[src/rtl/core/nvcp_pkg.sv]
// ----------------------------------------------------------------------------
// nvcp_pkg
// Shared types, character codes, register codes and the power-of-ten table
// of the name=value command parser.
// ----------------------------------------------------------------------------
`default_nettype none

package nvcp_pkg;

	// Dictionary size and fixed field widths
	localparam int NUM_NAMES           = 6;
	localparam int NAME_W              = 64;
	localparam int ADDR_W              = 6;
	localparam int DATA_W              = 64;
	localparam int CNT_W               = 3;
	localparam int VALUE_W             = 57;
	localparam int FRACTION_BITS       = 16;
	localparam int MAX_FRACTION_DIGITS = 12;
	localparam int FD_W                = 4;
	localparam int POW10_W             = 40;

	// Message characters
	localparam logic [7:0] CH_NUL   = 8'h00;
	localparam logic [7:0] CH_HASH  = 8'h23;
	localparam logic [7:0] CH_MINUS = 8'h2D;
	localparam logic [7:0] CH_DOT   = 8'h2E;
	localparam logic [7:0] CH_ZERO  = 8'h30;
	localparam logic [7:0] CH_EQ    = 8'h3D;

	// Register indexes (byte address = 8 * index)
	typedef logic [2:0] reg_idx_t;
	localparam reg_idx_t REG_NAME_COUNT = 3'd0;
	localparam reg_idx_t REG_NAME_0     = 3'd1;
	localparam reg_idx_t REG_NAME_1     = 3'd2;
	localparam reg_idx_t REG_NAME_2     = 3'd3;
	localparam reg_idx_t REG_NAME_3     = 3'd4;
	localparam reg_idx_t REG_NAME_4     = 3'd5;
	localparam reg_idx_t REG_NAME_5     = 3'd6;

	typedef logic [NUM_NAMES-1:0][NAME_W-1:0] name_tab_t;

	typedef enum logic [1:0] {
		ST_IDLE,
		ST_MATCH,
		ST_DIV,
		ST_EMIT
	} state_t;

	typedef enum logic [1:0] {
		PH_NAME,
		PH_VSTART,
		PH_VALUE
	} phase_t;

	function automatic logic [POW10_W-1:0] pow10(input logic [FD_W-1:0] fd);
		logic [POW10_W-1:0] p;
		unique case (fd)
			4'd0:    p = 40'd1;
			4'd1:    p = 40'd10;
			4'd2:    p = 40'd100;
			4'd3:    p = 40'd1000;
			4'd4:    p = 40'd10000;
			4'd5:    p = 40'd100000;
			4'd6:    p = 40'd1000000;
			4'd7:    p = 40'd10000000;
			4'd8:    p = 40'd100000000;
			4'd9:    p = 40'd1000000000;
			4'd10:   p = 40'd10000000000;
			4'd11:   p = 40'd100000000000;
			4'd12:   p = 40'd1000000000000;
			default: p = 40'd1;
		endcase
		return p;
	endfunction

endpackage

`default_nettype wire

[src/rtl/core/name_value_command_parser_core.sv]
// ----------------------------------------------------------------------------
// name_value_command_parser_core
// Byte-serial "name=value#" parser with a six-entry name dictionary and a
// signed Q.16 value result.
// ----------------------------------------------------------------------------
// One item is one message byte. Name bytes are gathered until '=', then the
// dictionary is scanned one entry per cycle (lowest matching entry wins), and
// no byte is taken until the scan ends (count capped at six). Value bytes, a
// leading '-', '.' and ordinary name bytes are taken without a stall. A '#' or
// zero byte ends the message and yields exactly one result item; when the
// value carries fraction digits the result comes from a bit-serial restoring
// divider, one quotient bit per cycle. After a terminator no byte is taken
// until the result is loaded into the output register. A finished result
// waits in the output register while the next message's bytes are already
// taken; only the next terminator waits for it to drain. Dictionary and count
// are written over APB at byte address 8*i and must only change while no
// message is in flight.
// ----------------------------------------------------------------------------
`default_nettype none

module name_value_command_parser_core #(
	parameter int NAME_BYTES    = 8,
	parameter int MANTISSA_BITS = 40
) (
	input  wire logic                               clk,
	input  wire logic                               arst_n,
	// APB configuration port
	input  wire logic                               psel,
	input  wire logic                               penable,
	input  wire logic                               pwrite,
	input  wire logic        [nvcp_pkg::ADDR_W-1:0] paddr,
	input  wire logic        [nvcp_pkg::DATA_W-1:0] pwdata,
	output logic             [nvcp_pkg::DATA_W-1:0] prdata,
	output logic                                    pready,
	// byte input channel
	input  wire logic                               in_valid,
	output logic                                    in_stall,
	input  wire logic        [7:0]                  rx_byte,
	// result channel
	output logic                                    out_valid,
	input  wire logic                               out_stall,
	output logic                                    found,
	output logic             [nvcp_pkg::CNT_W-1:0]  match_index,
	output logic signed      [nvcp_pkg::VALUE_W-1:0] value_q16,
	output logic                                    overflow
);
	import nvcp_pkg::*;

	localparam int NB_W  = 8 * NAME_BYTES;
	localparam int LEN_W = $clog2(NAME_BYTES + 2);
	localparam int ACC_W = MANTISSA_BITS + 1;
	localparam int AW    = MANTISSA_BITS + 6;
	localparam int DW    = MANTISSA_BITS + FRACTION_BITS;
	localparam logic signed [AW-1:0] LIM = AW'((64'd1 << MANTISSA_BITS) - 64'd1);

	// configuration
	logic [CNT_W-1:0] name_count;
	name_tab_t        names;
	logic [CNT_W-1:0] limit;

	// control and parse state
	state_t                  state_q, state_d;
	phase_t                  phase_q;
	logic [NB_W-1:0]         name_buf_q;
	logic [LEN_W-1:0]        name_len_q;
	logic                    hit_q;
	logic [CNT_W-1:0]        hit_idx_q;
	logic [CNT_W-1:0]        scan_q;
	logic                    neg_q;
	logic signed [ACC_W-1:0] acc_q;
	logic                    dot_q;
	logic [FD_W-1:0]         fd_q;
	logic                    sat_q;

	// pending result
	logic                    res_found_q;
	logic [CNT_W-1:0]        res_idx_q;
	logic                    res_neg_q;
	logic                    res_sat_q;
	logic [DW-1:0]           res_mag_q;

	// output register
	logic                    out_valid_q;
	logic                    out_found_q;
	logic [CNT_W-1:0]        out_idx_q;
	logic [VALUE_W-1:0]      out_value_q;
	logic                    out_ovf_q;

	// handshake and sequencing
	logic in_fire, is_term, is_eq, is_dot, is_minus;
	logic long_name, scan_ok, entry_hit, match_end;
	logic hit_ok, need_div, out_free, out_load, div_start, div_done;

	// value datapath
	logic signed [AW-1:0]    acc_ext, digit, mac_sum;
	logic signed [ACC_W-1:0] acc_next;
	logic                    mac_sat;
	logic [ACC_W-1:0]        acc_abs;
	logic [DW-1:0]           dividend, div_quo;
	logic [VALUE_W-1:0]      mag_ext;

	nvcp_regs u_regs (
		.clk        (clk),
		.arst_n     (arst_n),
		.psel       (psel),
		.penable    (penable),
		.pwrite     (pwrite),
		.paddr      (paddr),
		.pwdata     (pwdata),
		.prdata     (prdata),
		.pready     (pready),
		.name_count (name_count),
		.names      (names)
	);

	nvcp_div #(
		.DIVIDEND_W (DW)
	) u_div (
		.clk      (clk),
		.arst_n   (arst_n),
		.start    (div_start),
		.dividend (dividend),
		.divisor  (pow10(dot_q ? fd_q : FD_W'(0))),
		.done     (div_done),
		.quotient (div_quo)
	);

	// Byte classification
	assign in_fire  = in_valid && !in_stall;
	assign is_term  = (rx_byte == CH_HASH) || (rx_byte == CH_NUL);
	assign is_eq    = (rx_byte == CH_EQ);
	assign is_dot   = (rx_byte == CH_DOT);
	assign is_minus = (rx_byte == CH_MINUS);

	// Dictionary scan: one entry per cycle, stop on the first hit
	assign limit     = (name_count > CNT_W'(NUM_NAMES)) ? CNT_W'(NUM_NAMES) : name_count;
	assign long_name = (name_len_q > LEN_W'(NAME_BYTES));
	assign scan_ok   = !long_name && (scan_q < limit);
	assign entry_hit = scan_ok && (names[scan_q][NB_W-1:0] == name_buf_q);
	assign match_end = !scan_ok || entry_hit;

	// Decimal accumulate: acc*10 + (byte - '0'), clamped to +-(2^M - 1)
	assign acc_ext = AW'(acc_q);
	assign digit   = $signed(AW'(rx_byte)) - $signed(AW'(CH_ZERO));
	assign mac_sum = (acc_ext <<< 3) + (acc_ext <<< 1) + digit;
	always_comb begin
		mac_sat  = 1'b0;
		acc_next = ACC_W'(mac_sum);
		if (mac_sum > LIM) begin
			acc_next = ACC_W'(LIM);
			mac_sat  = 1'b1;
		end else if (mac_sum < -LIM) begin
			acc_next = ACC_W'(-LIM);
			mac_sat  = 1'b1;
		end
	end

	// Magnitude scaled to Q.16; divided only when fraction digits exist
	assign acc_abs  = acc_q[ACC_W-1] ? (~acc_q + ACC_W'(1)) : acc_q;
	assign dividend = {acc_abs[MANTISSA_BITS-1:0], {FRACTION_BITS{1'b0}}};
	assign hit_ok   = (phase_q != PH_NAME) && hit_q;
	assign need_div = hit_ok && dot_q && (fd_q != '0);
	assign out_free = !out_valid_q || !out_stall;

	// Sequencer: next state
	always_comb begin
		state_d = state_q;
		unique case (state_q)
			ST_IDLE: begin
				if (in_fire) begin
					if (is_term) begin
						state_d = need_div ? ST_DIV : ST_EMIT;
					end else if ((phase_q == PH_NAME) && is_eq) begin
						state_d = ST_MATCH;
					end
				end
			end
			ST_MATCH: begin
				if (match_end) state_d = ST_IDLE;
			end
			ST_DIV: begin
				if (div_done) state_d = ST_EMIT;
			end
			ST_EMIT: begin
				if (out_free) state_d = ST_IDLE;
			end
			default: state_d = ST_IDLE;
		endcase
	end

	// Sequencer: outputs
	always_comb begin
		in_stall  = (state_q != ST_IDLE);
		div_start = 1'b0;
		out_load  = 1'b0;
		unique case (state_q)
			ST_IDLE:  div_start = in_fire && is_term && need_div;
			ST_EMIT:  out_load  = out_free;
			ST_MATCH, ST_DIV: ;
			default: ;
		endcase
	end

	always_ff @(posedge clk or negedge arst_n) begin
		if (!arst_n) begin
			state_q <= ST_IDLE;
		end else begin
			state_q <= state_d;
		end
	end

	// Parse state
	always_ff @(posedge clk or negedge arst_n) begin
		if (!arst_n) begin
			phase_q    <= PH_NAME;
			name_buf_q <= '0;
			name_len_q <= '0;
			hit_q      <= 1'b0;
			hit_idx_q  <= '0;
			scan_q     <= '0;
			neg_q      <= 1'b0;
			acc_q      <= '0;
			dot_q      <= 1'b0;
			fd_q       <= '0;
			sat_q      <= 1'b0;
		end else if (in_fire) begin
			if (is_term) begin
				// drop the message and start over in the name phase
				phase_q    <= PH_NAME;
				name_buf_q <= '0;
				name_len_q <= '0;
				hit_q      <= 1'b0;
				hit_idx_q  <= '0;
				scan_q     <= '0;
				neg_q      <= 1'b0;
				acc_q      <= '0;
				dot_q      <= 1'b0;
				fd_q       <= '0;
				sat_q      <= 1'b0;
			end else if (phase_q == PH_NAME) begin
				if (is_eq) begin
					phase_q   <= PH_VSTART;
					scan_q    <= '0;
					hit_q     <= 1'b0;
					hit_idx_q <= '0;
				end else if (name_len_q < LEN_W'(NAME_BYTES)) begin
					for (int k = 0; k < NAME_BYTES; k++) begin
						if (name_len_q == LEN_W'(k)) name_buf_q[8*k +: 8] <= rx_byte;
					end
					name_len_q <= name_len_q + LEN_W'(1);
				end else begin
					name_len_q <= LEN_W'(NAME_BYTES + 1);
				end
			end else begin
				phase_q <= PH_VALUE;
				if ((phase_q == PH_VSTART) && is_minus) begin
					neg_q <= 1'b1;
				end else if (is_dot) begin
					dot_q <= 1'b1;
					fd_q  <= '0;
				end else if (dot_q && (fd_q >= FD_W'(MAX_FRACTION_DIGITS))) begin
					sat_q <= 1'b1;
				end else begin
					if (dot_q) fd_q <= fd_q + FD_W'(1);
					acc_q <= acc_next;
					if (mac_sat) sat_q <= 1'b1;
				end
			end
		end else if (state_q == ST_MATCH) begin
			if (entry_hit) begin
				hit_q     <= 1'b1;
				hit_idx_q <= scan_q;
			end else if (!match_end) begin
				scan_q <= scan_q + CNT_W'(1);
			end
		end
	end

	// Pending result: capture at the terminator, quotient when the divide ends
	always_ff @(posedge clk) begin
		if (in_fire && is_term) begin
			res_found_q <= hit_ok;
			res_idx_q   <= hit_ok ? hit_idx_q : '0;
			res_neg_q   <= hit_ok && (neg_q ^ acc_q[ACC_W-1]);
			res_sat_q   <= hit_ok && sat_q;
			res_mag_q   <= hit_ok ? dividend : '0;
		end else if (div_done) begin
			res_mag_q <= div_quo;
		end
	end

	// Output register: hold until taken
	assign mag_ext = VALUE_W'(res_mag_q);

	always_ff @(posedge clk or negedge arst_n) begin
		if (!arst_n) begin
			out_valid_q <= 1'b0;
		end else if (out_load) begin
			out_valid_q <= 1'b1;
		end else if (out_valid_q && !out_stall) begin
			out_valid_q <= 1'b0;
		end
	end

	always_ff @(posedge clk) begin
		if (out_load) begin
			out_found_q <= res_found_q;
			out_idx_q   <= res_idx_q;
			out_value_q <= res_neg_q ? (~mag_ext + VALUE_W'(1)) : mag_ext;
			out_ovf_q   <= res_sat_q;
		end
	end

	assign out_valid   = out_valid_q;
	assign found       = out_found_q;
	assign match_index = out_idx_q;
	assign value_q16   = $signed(out_value_q);
	assign overflow    = out_ovf_q;

endmodule

`default_nettype wire

[src/rtl/core/nvcp_regs.sv]
// ----------------------------------------------------------------------------
// nvcp_regs
// APB register file: entry count and the six dictionary names.
// ----------------------------------------------------------------------------
`default_nettype none

module nvcp_regs (
	input  wire logic                        clk,
	input  wire logic                        arst_n,
	input  wire logic                        psel,
	input  wire logic                        penable,
	input  wire logic                        pwrite,
	input  wire logic [nvcp_pkg::ADDR_W-1:0] paddr,
	input  wire logic [nvcp_pkg::DATA_W-1:0] pwdata,
	output logic      [nvcp_pkg::DATA_W-1:0] prdata,
	output logic                             pready,
	output logic      [nvcp_pkg::CNT_W-1:0]  name_count,
	output nvcp_pkg::name_tab_t              names
);
	import nvcp_pkg::*;

	reg_idx_t            reg_idx;
	logic                wr_en;
	logic [CNT_W-1:0]    count_q;
	name_tab_t           names_q;

	assign reg_idx = paddr[ADDR_W-1:3];
	assign wr_en   = psel && penable && pwrite;
	assign pready  = 1'b1;

	always_ff @(posedge clk or negedge arst_n) begin
		if (!arst_n) begin
			count_q <= '0;
			names_q <= '0;
		end else if (wr_en) begin
			unique case (reg_idx)
				REG_NAME_COUNT: count_q    <= pwdata[CNT_W-1:0];
				REG_NAME_0:     names_q[0] <= pwdata;
				REG_NAME_1:     names_q[1] <= pwdata;
				REG_NAME_2:     names_q[2] <= pwdata;
				REG_NAME_3:     names_q[3] <= pwdata;
				REG_NAME_4:     names_q[4] <= pwdata;
				REG_NAME_5:     names_q[5] <= pwdata;
				default: ;
			endcase
		end
	end

	always_comb begin
		unique case (reg_idx)
			REG_NAME_COUNT: prdata = DATA_W'(count_q);
			REG_NAME_0:     prdata = names_q[0];
			REG_NAME_1:     prdata = names_q[1];
			REG_NAME_2:     prdata = names_q[2];
			REG_NAME_3:     prdata = names_q[3];
			REG_NAME_4:     prdata = names_q[4];
			REG_NAME_5:     prdata = names_q[5];
			default:        prdata = '0;
		endcase
	end

	assign name_count = count_q;
	assign names      = names_q;

endmodule

`default_nettype wire

[src/rtl/core/nvcp_div.sv]
// ----------------------------------------------------------------------------
// nvcp_div
// Restoring divider, one quotient bit per cycle.
// ----------------------------------------------------------------------------
`default_nettype none

module nvcp_div #(
	parameter int DIVIDEND_W = 56
) (
	input  wire logic                         clk,
	input  wire logic                         arst_n,
	input  wire logic                         start,
	input  wire logic [DIVIDEND_W-1:0]        dividend,
	input  wire logic [nvcp_pkg::POW10_W-1:0] divisor,
	output logic                              done,
	output logic      [DIVIDEND_W-1:0]        quotient
);
	import nvcp_pkg::*;

	localparam int CW = $clog2(DIVIDEND_W + 1);

	logic [POW10_W-1:0]    rem_q;
	logic [POW10_W-1:0]    dsr_q;
	logic [DIVIDEND_W-1:0] quo_q;
	logic [CW-1:0]         cnt_q;
	logic                  done_q;
	logic [POW10_W:0]      shifted;
	logic [POW10_W+1:0]    diff;
	logic                  borrow;

	assign shifted = {rem_q, quo_q[DIVIDEND_W-1]};
	assign diff    = {1'b0, shifted} - {2'b00, dsr_q};
	assign borrow  = diff[POW10_W+1];

	always_ff @(posedge clk or negedge arst_n) begin
		if (!arst_n) begin
			cnt_q  <= '0;
			done_q <= 1'b0;
		end else if (start) begin
			cnt_q  <= CW'(DIVIDEND_W);
			done_q <= 1'b0;
		end else if (cnt_q != '0) begin
			cnt_q  <= cnt_q - CW'(1);
			done_q <= (cnt_q == CW'(1));
		end else begin
			done_q <= 1'b0;
		end
	end

	always_ff @(posedge clk) begin
		if (start) begin
			rem_q <= '0;
			dsr_q <= divisor;
			quo_q <= dividend;
		end else if (cnt_q != '0) begin
			// keep the remainder below the divisor
			rem_q <= borrow ? shifted[POW10_W-1:0] : diff[POW10_W-1:0];
			quo_q <= {quo_q[DIVIDEND_W-2:0], ~borrow};
		end
	end

	assign done     = done_q;
	assign quotient = quo_q;

endmodule

`default_nettype wire

[config.mk]
export PLATFORM = sky130hd
export DESIGN_NAME = name_value_command_parser_core
export DESIGN_NICKNAME = d
export VERILOG_FILES = /design/src/rtl/core/nvcp_pkg.sv /design/src/rtl/core/name_value_command_parser_core.sv /design/src/rtl/core/nvcp_regs.sv /design/src/rtl/core/nvcp_div.sv
export SDC_FILE = /design/constraint.sdc
export NUM_CORES = 2
export LEC_CHECK = 0
export BUFFER_PORTS_ARGS = -buffer_cell sky130_fd_sc_hd__buf_2
export CORE_MARGIN = 3
export CORE_UTILIZATION = 62
export CTS_CLUSTER_DIAMETER = 80
export DETAILED_ROUTE_END_ITERATION = 10
export PLACE_DENSITY_LB_ADDON = 0.25
export SYNTH_ARGS = -nofsm -noshare
export SYNTH_HDL_FRONTEND = slang
export SYNTH_SLANG_ARGS = --single-unit
[constraint.sdc]
create_clock -name clk -period 5.5 [get_ports clk]
set_input_delay 0.825 -clock clk [delete_from_list [all_inputs] [get_ports clk]]
set_output_delay 0.825 -clock clk [all_outputs]
set_load 0.03 [all_outputs]
==> results.tsv <==
stage	metric	value	unit
global_routing	met2_usage	0.504	
floorplanning	die_area	72800	sq um
sta	slew-limit-headroom	0.244	
clocking	cts_root_buffer	clkbuf_16	
synthesis	netlist_area	43100	sq um
sta	timing.final.crit_share	0.930	
floorplanning	rows	96	
routing	ant_nets	0	
worst_setup_path	critPathMaxStageDelay	0.43	ns
cells_and_area	syn_to_final_growth	13.9	%
pwr	power.density	480	nW/um^2
floorplanning	die_h	270	um
clocking	cts_num_sinks	774	
global_routing	grt_pass1_vias	33100	
worst_setup_path	crit_path_top_delay_cell	fa_1	
global_routing	grt_util_all_layers	0.318	
worst_setup_path	crit_cells	19	
sta	slew_viol_final	0	
synthesis	syn_avg_cell_area	10.9	sq um
synthesis	synth-seq-cells	774	
routing	drt_iter0_drc	3064	
worst_setup_path	reg2reg_to	acc_q[27]$_DFFE_PN0P_	
synthesis	yosys_warnings	0	
synthesis	yosys.cell_types.count	82	
cells_and_area	mostFrequentLayoutCells	520 x dfrtp_1, 406 x mux2_2, 285 x o21ai_0, 282 x nand2_1, 235 x a21oi_1	
clocking	cts_setup_buffers	0	
sta	fin_crit	5.11	ns
worst_setup_path	required	5.99	ns
min_path	hold_path.class	input port to async pin	
clocking	clk_path_buf_depth	3	
pwr	leakage	20.6	nW
floorplanning	initial_core_util	0.628	
clocking	cts-resized-gates	0	
worst_setup_path	worst-setup-path-type	input port to register	
sta	timing.fmax	196	MHz
job	drv_cap	0	
routing	firstDrtPassIters	6	
floorplanning	die_x	270	um
clocking	htree_levels	3	
worst_setup_path	path_delay_family	simple AND/OR/NAND/NOR gates	
worst_setup_path	crit_fanout	32	
placed_design	placed_area	46400	sq um
worst_setup_path	reg2reg_from	acc_q[2]$_DFFE_PN0P_	
worst_setup_path	cp_cell_sequence	buf_2 > ha_2 > or3_4 > clkinvlp_4 > buf_12 > fa_1 > ha_1 > nand3_1 > nor4_1 > a22oi_1 > a21oi_1 > o21ai_0 > xnor2_1 > or3_1 > nor4_1 > nand3_1 > a31oi_4 > buf_12 > o21ai_0	
sta	timing.hold.ws	0.194	ns
routing	routedWlPerCell	22.4	um
clocking	clk_pin_slew	0.06	ns
cells_and_area	nFillCells	4883	
placed_design	hpwl	79100	um
clocking	insertion_delay	0.64	ns
routing	routed_wl	117000	um
routing	vias	33800	
global_routing	grt_max_degree	107	
clocking	tritoncts	yes	
worst_setup_path	end_kind	register	
synthesis	synth_edf_count	196	
floorplanning	coreArea	68700	sq um
synthesis	synth_ff_type	dfrtp_1	
floorplanning	io_pins	214	
placed_design	dp_slack	-0.170	ns
sta	worst_pin_slew	1.13	ns
synthesis	synth_nets	4204	
sta	rsz0062_at_grt	no	
global_routing	grt-busiest-layer	met2	
sta	setup_viol	0	
placed_design	port_buffers	209	
global_routing	gr-total-overflow	0	
sta	finalClockSkew	0.0237	ns
sta	fin_tns_setup	0	ns
worst_setup_path	ff2ff_path_depth	15	
synthesis	seq_area_frac_synth	0.465	
cells_and_area	layout.nets	4458	
clocking	hold_buffers	0	
cells_and_area	layout_commonest_cell	dfrtp_1	
pwr	ir_drop	0.396	mV
global_routing	use_met3	0.0562	
global_routing	grt_use_met1	0.435	
worst_setup_path	reg2reg_slack	0.58	ns
cells_and_area	final_area	49100	sq um
clocking	cts_buffers	82	
worst_setup_path	startpoint_type	input port	
worst_setup_path	path_buf_inv	4	
global_routing	antenna_found_initial	19	
worst_setup_path	crit_path_start	rx_byte[4]	
routing	viasPerCell	6.46	
sta	fin_ws	0.386	ns
sta	hold_viol	0	
synthesis	synth_cells	3971	
synthesis	synthArstFlopShare	0.674	
global_routing	grt_pass1_wl	185000	um
cells_and_area	drive_gt1_frac	0.251	
placed_design	routabilityCongestion	0.965	
run_status	status	finished clean	
worst_setup_path	crit_arrival	5.61	ns
routing	drc_errors	0	
[power by group]
group | switching, W | internal (W)
Clock | 0.00235 | 0.00322
Sequential | 0.00113 | 0.00699
Combinational | 0.00537 | 0.00454
[Yosys cell counts, types with 18 or more instances]
cell type  instances  area share
ha_1             106       0.031
mux4_2            65       0.034
nor2b_1           18      0.0026
mux2i_1          102       0.024
a21o_1            28      0.0049
nor4_1            32      0.0046
nor3_1            36      0.0042
mux2_2           406        0.11
xnor2_1          165       0.034
dfrtp_1          522        0.30
nand2b_1          20      0.0029
edfxtp_1         196        0.14
buf_1             20      0.0017
o31ai_1           34      0.0059
nor2_1           207       0.018
clkbuf_1         217       0.019
o21ai_0          292       0.034
a22oi_1          188       0.033
xor2_1            63       0.013
and2_1            33      0.0048
a21oi_1          242       0.028
nand2_1          284       0.025
a211oi_1          38      0.0066
or3_1             22      0.0032
dfxtp_1           56       0.026
o211ai_1          23      0.0040
inv_1             95      0.0083
fa_1              42       0.019
nand4_1           34      0.0049
nand3_1          177       0.021
[metrics by stage]
step / cells / util / power (W)
6_report: 5231 / 0.715 / 0.0236
5_1_grt: 5226 / 0.715 / 0.0249
4_1_cts: 5216 / 0.714 / 0.0235
2_1_floorplan: 3971 / - / 0.0145
3_3_place_gp: 5072 / 0.675 / 0.0176
3_5_place_dp: 5072 / 0.675 / 0.0179
[logic make-up after synthesis]
| group | synth area share |
|---|---|
| AO/OA/AOI/OAI | 0.140 |
| buffers and inverters | 0.0295 |
| AND/OR/NAND/NOR | 0.105 |
| other | 0.0000869 |
| adder cells (fa/ha/maj) | 0.0502 |
| flip-flops | 0.465 |
| multiplexers | 0.164 |
| XOR/XNOR | 0.0463 |
[flip-flops by register name (all words and copies together) (netlist names), 2 cells and up]
name / count
match_index: 3
phase_q: 2
res_mag_q: 56
u_regs.names: 384
hit_idx_q: 3
name_buf_q: 64
u_div.rem_q: 40
u_div.cnt_q: 6
acc_q: 41
name_len_q: 4
value_q16: 57
scan_q: 3
u_div.dsr_q: 32
res_idx_q: 3
fd_q: 4
u_regs.name_count: 3
u_div.quotient: 56
state_q: 2
[per-layer routing]
layer	vias to the layer above	part of all wire
met2	1532	0.46
met1	16700	0.41
met4	6	0.044
met3	299	0.081
met5	-	0.00026
li1	15200	-
[worst max path at each step]
| stage | endpoint | slack (ns) |
|---|---|---|
| after floorplan | acc_q[36]$_DFFE_PN0P_ | 0.009 |
| after global placement | sat_q$_DFFE_PN0P_ | -0.11 |
| after detailed placement | sat_q$_DFFE_PN0P_ | -0.17 |
| after CTS | sat_q$_DFFE_PN0P_ | 0.50 |
| after global routing | acc_q[27]$_DFFE_PN0P_ | 0.15 |
| final | acc_q[27]$_DFFE_PN0P_ | 0.39 |
[layout make-up]
class | count | area, sq um | share of cell area
diodes | 15 | 37.5 | 0.000764
clock inverters | 33 | 373 | 0.00759
inverters | 96 | 364 | 0.00741
flip-flops and latches | 774 | 20100 | 0.409
well taps | 931 | 1160 | 0.0237
multi-input cells | 2860 | 22000 | 0.448
repair buffers | 411 | 2790 | 0.0567
clock buffers | 111 | 2290 | 0.0467
No activity file was read; power rests on OpenSTA's default activity.
